--- config.mk ---
export PLATFORM = sky130hd
export DESIGN_NAME = dmpt_ram
export DESIGN_NICKNAME = d
export VERILOG_FILES = /design/src/hw/rtl/dmpt_ram.sv
export SDC_FILE = /design/constraint.sdc
export NUM_CORES = 1
export LEC_CHECK = 0
export ABC_AREA = 1
export BUFFER_PORTS_ARGS = -buffer_cell sky130_fd_sc_hd__buf_4
export CORE_ASPECT_RATIO = 1.25
export CORE_UTILIZATION = 45
export CTS_BUF_LIST = sky130_fd_sc_hd__clkbuf_16
export CTS_CLUSTER_SIZE = 28
export DETAILED_ROUTE_END_ITERATION = 7
export GPL_ROUTABILITY_DRIVEN = 0
export PLACE_DENSITY = 0.62
export SKIP_CTS_REPAIR_TIMING = 1
export SYNTH_ARGS = -nofsm -noshare
export SYNTH_HDL_FRONTEND = slang
export SYNTH_SLANG_ARGS = --single-unit
--- constraint.sdc ---
create_clock -name clk -period 1.1 [get_ports clk]
set_input_delay 0.11 -clock clk [delete_from_list [all_inputs] [get_ports clk]]
set_output_delay 0.11 -clock clk [all_outputs]
set_load 0.01 [all_outputs]
--- src/hw/rtl/dmpt_ram.sv ---
`timescale 1ns / 1ps
`default_nettype none

module dmpt_ram #(
    parameter int WIDTH = 8,
    parameter int DEPTH = 16
) (
    input  wire logic                     clk,
    input  wire logic                     we,
    input  wire logic [$clog2(DEPTH)-1:0] waddr,
    input  wire logic [WIDTH-1:0]         wdata,
    input  wire logic                     re,
    input  wire logic [$clog2(DEPTH)-1:0] raddr,
    output      logic [WIDTH-1:0]         rdata
);

    logic [WIDTH-1:0] mem [DEPTH];

    always_ff @(posedge clk)
    begin
        if (we)
        begin
            mem[waddr] <= wdata;
        end
        if (re)
        begin
            rdata <= mem[raddr];
        end
    end

endmodule : dmpt_ram

`default_nettype wire

## After elaboration in Yosys (flattened, before gate mapping)

Memory sizes are Yosys's and may differ from the RTL's. A register that Yosys moved wholly into a read port is not among the register bits.
Index checks and enable logic that the tools add are counted.

- Mux-type cells: 2

Operators with widths:

| operator | count |
|---|---|
| two-way mux 1 bit | 2 |

- Register bits: 0
- Bits in writable memories: 128
- Input port bits: 19
- Output and inout bits: 8
- Logic and storage cells: 3
- Memories: 1

Memory list:

| memory | words | width | rd ports | clocked after Yosys merged registers in | wr ports | RTL line | source |
|---|---|---|---|---|---|---|---|
| mem | 16 | 8 | 1 | 1 | 1 | 17 | `logic [WIDTH-1:0] mem [DEPTH];` |

## Depth between registers and ports, before layout

Gate-level depths: netlist of the first run.

- Depth after elaboration: 2
- Depth in mapped cells: 8
- Gate-level depth less buffers: 7

## Worst setup path before layout of the first run

OpenSTA, ideal clock, no wires.

- Kind: input to register
- Start: input port waddr[3]
- End: memory mem[4][0], enable pin
- Arrival time: 691 ps
- Slack: 39 ps
- Stages on the path: 2
- Path buffers: 0
- Path through: nand3b_1 > nor2_1

RTL lines:

| element | RTL line | source |
|---|---|---|
| start: declaration | 10 | `input wire logic [$clog2(DEPTH)-1:0] waddr,` |
| end: declaration | 17 |  |

Straight into the memory's write port.

==> results_dict.tcl, run 1 <==
set metrics [dict create \
    die_area_mm2 0.0135 \
    avgSynthCellArea_um2 10.6 \
    synth_area_leader_cell "edfxtp_1" \
    layout-drive-gt1-share_pct 20.3 \
    r2r_slack_ps -10 \
    antenna_found_initial 0 \
    setup_violations 2 \
    skew_ps 10.9 \
    routed-via-count 3908 \
    yosysSeqAreaShare_pct 69.8 \
    drc 0 \
    failed_checks "negative setup slack" \
    wl_per_cell_um 17.3 \
    nNetsFinal 621 \
    setup.worst_path.end_class "flop" \
    relSlewSlack_pct 55.3 \
    status "finished with violations" \
    rsz0062_at_grt "true" \
    finalWirelength_mm 13.6 \
    finalCoreUtilization_pct 56.7 \
    placed_area_mm2 0.00638 \
    grt.total_usage_pct 21.6 \
    worstPathRequired_ps 1270 \
    via_per_inst 4.99 \
    die_w_um 104 \
    fin_crit_sh_pct 101 \
    insertedDiodeCount 0 \
    synth-seq-cells 136 \
    ios 27 \
    peakVddDrop_uv 890 \
    grt_pass1_wl_mm 21.1 \
    pre_cts_ws_ps -266 \
    power.density_mw_per_mm2 1700 \
    cts_tree "built" \
    ys_warn_count 0 \
    path_max_fanout 1 \
    area_growth_pct 22.7 \
    layout_common_cells "170 x nand2_1, 136 x edfxtp_1, 100 x inv_1, 60 x nand3_1, 45 x buf_4" \
    port_buffers 26 \
    grt_max_degree 58 \
    htree_num_levels 4 \
    core_mm2 0.0127 \
    multi_input_area_mm2 0.00141 \
    power.share.clock_pct 44.8 \
    leakage_nw 3.10 \
    drv_slew 0 \
    drt_iter0_drc 230 \
    dp_hpwl_mm 8.66 \
    cts.clk_slew.worst_paths_ps 60 \
    grt_pass1_vias 3992 \
    p_seq_share_pct 48.1 \
    setup-tns-final_ps -18.4 \
    synth_top_area_share_pct 69.8 \
    start_util_pct 46.2 \
    dpl.cell_count 750 \
    worst-setup-path-type "reg2reg" \
    numCtsBuffers 17 \
    synth_area_mm2 0.00585 \
    fmax_ghz 0.898 \
    seqCellArea_mm2 0.00408 \
    fin_ws_ps -13.0 \
    synth_fp_nets 570 \
    cts_sinks 136 \
    cts-root-buf "clkbuf_16" \
    clock_latency_ps 420 \
    fin_cells 783 \
    fillers 1054 \
    finalHoldViolCount 0 \
    fin_area_mm2 0.00717 \
    startpoint_type "flop" \
    yosysUniqueCellTypes 11 \
    drv_cap 0 \
    synthTopCellsByArea "edfxtp_1 70%, nand2_1 11%, nand3_1 8.3%" \
    rows 46 \
    fp.dieH_um 129 \
    p_comb_share_pct 7.1 \
    internal_power_mw 9.63 \
    p_sw_share_pct 21.1 \
    hold_class "in2reg" \
    synth_cells 551 \
    gr-total-overflow 0 \
    clockBufferDepth 2 \
    p_sw_mw 2.58 \
    tightest_slew_ps 670 \
    dr.pass1.iters 4 \
    cp_data_arrival_time_ps 1280 \
    ant_nets 0 \
    layout_commonest_cell "nand2_1" \
    finalCriticalPeriod_ps 1110 \
]
[area by class of cell]
cell class | count | area share (%)
flip-flops and latches | 136 | 56.9
multi-input cells | 289 | 19.7
repair buffers | 56 | 7.15
clock buffers | 17 | 5.93
inverters | 102 | 5.34
well taps | 168 | 2.93
clock inverters | 15 | 2.01
[path summary, 6_finish.rpt]
check                  startpoint                   to  cells after the start
max           mem[0][5]$_DFFE_PP_   rdata[5]$_DFFE_PP_                      6
min                      wdata[4]  mem[6][4]$_DFFE_PP_                      1
max reg2reg   mem[0][5]$_DFFE_PP_   rdata[5]$_DFFE_PP_                      6
min reg2reg  mem[12][5]$_DFFE_PP_   rdata[5]$_DFFE_PP_                      6
[flip-flops by register name, summed over array words and instances (netlist names)]
signal and count:
mem 128, rdata 8
[power groups by stage]
stage	sequential, mW	clock, mW	combinational, mW
after detailed placement	5.98	0	0.796
after CTS	5.88	5.51	0.799
final	5.88	5.47	0.867
after floorplan	5.99	0	0.409
after global placement	5.98	0	0.786
after global routing	5.89	5.70	0.950
[synthesized netlist by cell type]
| master | instances |
|---|---|
| edfxtp_1 | 136 |
| inv_2 | 2 |
| inv_1 | 100 |
| buf_2 | 13 |
| buf_4 | 4 |
| buf_1 | 1 |
| nand3_1 | 97 |
| buf_6 | 6 |
| nor2_1 | 17 |
| nand2_1 | 173 |
| nand3b_1 | 2 |
[kinds of logic after synthesis]
logic type	Yosys count	synth area share, %
buffers and inverters	126	9.39
flip-flops	136	69.8
AND/OR/NAND/NOR	289	20.8
[metal layers]
| metal | routed length [µm] | global-route usage [%] | up-vias | part of all wire (%) |
|---|---|---|---|---|
| li1 | - | - | 1879 | - |
| met1 | 5620 | 25.9 | 1903 | 41 |
| met2 | 7010 | 37.0 | 98 | 52 |
| met3 | 509 | 4.53 | 28 | 3.8 |
| met4 | 438 | 11.8 | 0 | 3.2 |
| met5 | 0 | 0 | - | 0 |
[metrics by stage]
step / power (mW) / hold WS, ps
floorplan: 6.39 / 209
global placement: 6.76 / 412
detailed placement: 6.78 / 426
CTS: 12.2 / -3.40
global route: 12.5 / 41.7
finish: 12.2 / 30.8
[worst max-delay path, stage by stage, from the launching register on]
cell      delay (ps)
edfxtp_1         370
inv_1             70
nand2_1           60
nand3_1           90
nand3_2          120
nand3_2          100
nand2_2           60
No activity file was read; power rests on OpenSTA's default activity.
==> run 2: changes to the inputs <==
--- a/config.mk
+++ b/config.mk
@@ -13,7 +13,7 @@
 export CTS_CLUSTER_SIZE = 28
 export DETAILED_ROUTE_END_ITERATION = 7
 export GPL_ROUTABILITY_DRIVEN = 0
-export PLACE_DENSITY = 0.62
+export PLACE_DENSITY = 0.59
 export SKIP_CTS_REPAIR_TIMING = 1
 export SYNTH_ARGS = -nofsm -noshare
 export SYNTH_HDL_FRONTEND = slang
==> constraint.sdc (replaced) <==
create_clock -name clk -period 1.11 [get_ports clk]
set_input_delay 0.111 -clock clk [delete_from_list [all_inputs] [get_ports clk]]
set_output_delay 0.111 -clock clk [all_outputs]
set_load 0.01 [all_outputs]
==> run 2 against run 1 <==
Effect of this change: flip-flop and latch count did not move; routed wire length grew 1.1%; cell area increased by 2.1%; setup slack better by 25 ps; utilization is 1.2 points higher; sequential share of layout area decreased by 1.2 points; the flow now finishes without violations; largest cell class unchanged; global-route usage up 0.20 points; sequential power is 1% lower; cell count up 1.3%; critical path depth unchanged; register-to-register slack gained 30 ps; worst hold slack improved by 11 ps.
==> results_dict.tcl, run 2 (synthesized netlist as in run 1, its figures left out) <==
set metrics [dict create \
    status "finished, final reports clean" \
    crit_chain "inv_1 > nand2_1 > nand3_2 > nand3_2 > nand3_2 > nand2_1" \
    gr-total-overflow 0 \
    numCtsBuffers 17 \
    drc 0 \
    grt_max_degree 38 \
    core_mm2 0.0127 \
    routed-via-count 3914 \
    setup.worst_path.end_class "flop" \
    setup-tns-final_ps 0 \
    layout_common_cells "170 x nand2_1, 136 x edfxtp_1, 100 x inv_1, 58 x buf_4, 49 x nand3_2" \
    cp_data_arrival_time_ps 1270 \
    cts_sinks 136 \
    dpl.cell_count 761 \
    regMostFlops "mem" \
    tightest_slew_ps 342 \
    wl_per_cell_um 17.3 \
    worstPathRequired_ps 1280 \
    grt_pass1_wl_mm 21.4 \
    slowest_delay_ps 370 \
    setup_violations 0 \
    hold_class "in2reg" \
    dr.pass1.iters 5 \
    drv_slew 0 \
    ios 27 \
    dp_hpwl_mm 9.06 \
    top_regs "mem: 128 flops, rdata: 8 flops" \
    antenna_found_initial 0 \
    worst-setup-path-type "reg2reg" \
    clockBufferDepth 2 \
    die_w_um 104 \
    fin_ws_ps 12.4 \
    via_per_inst 4.94 \
    insertedDiodeCount 0 \
    ant_nets 0 \
    cts_tree "built" \
    startpoint_type "flop" \
    clock_latency_ps 420 \
    leakage_nw 3.19 \
    fin_cells 793 \
    area_growth_pct 25.3 \
    grt_pass1_vias 3976 \
    drv_cap 0 \
    cts.clk_slew.worst_paths_ps 60 \
    skew_ps 4.94 \
    peakVddDrop_uv 931 \
    largest_reg_flops 128 \
    cts-root-buf "clkbuf_16" \
    pre_cts_ws_ps -201 \
    grt.total_usage_pct 21.8 \
    total_power_mw 12.3 \
    htree_num_levels 4 \
    worst_path_max_delay_cell "edfxtp_1" \
    finalWirelength_mm 13.7 \
    fp.dieH_um 129 \
    finalHoldViolCount 0 \
    fin_crit_sh_pct 98.9 \
    critPathMostFrequentCell "nand3_2" \
    finalCriticalPeriod_ps 1100 \
    drt_iter0_drc 286 \
    start_util_pct 46.2 \
    relSlewSlack_pct 77.2 \
    rows 46 \
    die_area_mm2 0.0135 \
    rsz0062_at_grt "true" \
    path_max_fanout 1 \
    fmax_ghz 0.911 \
    layout_commonest_cell "nand2_1" \
    layout-drive-gt1-share_pct 24.0 \
    power.density_mw_per_mm2 1680 \
    nNetsFinal 632 \
    port_buffers 26 \
]
run 2: cell types whose count changed in the layout (fill, tap and decap cells not counted), sizes merged:
cell	before	now
buf	55	66
inv	105	104
run 2: cell type report:
| type | instances | area, µm² |
|---|---|---|
| fillers | 1046 | 5340 |
| flip-flops and latches | 136 | 4080 |
| multi-input cells | 289 | 1480 |
| repair buffers | 67 | 588 |
| clock buffers | 17 | 425 |
| inverters | 102 | 383 |
| well taps | 168 | 210 |
| clock inverters | 14 | 156 |
run 2: worst paths after layout:
| path | slack, ps | to | from | depth (start not counted) |
|---|---|---|---|---|
| max reg2reg | 10 | rdata[1]$_DFFE_PP_ | mem[9][1]$_DFFE_PP_ | 6 |
| max | 10 | rdata[1]$_DFFE_PP_ | mem[9][1]$_DFFE_PP_ | 6 |
| min | 40 | mem[14][6]$_DFFE_PP_ | wdata[6] | 1 |
| min reg2reg | 760 | rdata[7]$_DFFE_PP_ | mem[12][7]$_DFFE_PP_ | 6 |
run 2: critical path: cells and delay by family (launching register included):
family | cells | cell delay, ps
simple gates | 5 | 410
flops | 1 | 370
buf+inv | 1 | 70
run 2: report_power, final:
part | switching (mW) | internal (mW)
Clock | 2.07 | 3.49
Sequential | 0.0334 | 5.79
Combinational | 0.560 | 0.328
run 2: layer usage:
| layer | track usage, % | routed length (µm) | vias up |
|---|---|---|---|
| met1 | 26.9 | 5910 | 1893 |
| met5 | 0 | 0 | - |
| met2 | 37.3 | 6920 | 93 |
| met4 | 9.75 | 272 | 0 |
| li1 | - | - | 1905 |
| met3 | 4.68 | 620 | 23 |
run 2: through the flow:
step | hold slack, ps | utilization [%] | area, µm²
floorplan | 210 | - | 5850
global route | 43.4 | 57.9 | 7330
global placement | 411 | 51.0 | 6460
finish | 41.3 | 57.9 | 7330
detailed placement | 405 | 51.0 | 6460
CTS | -32.0 | 55.6 | 7040
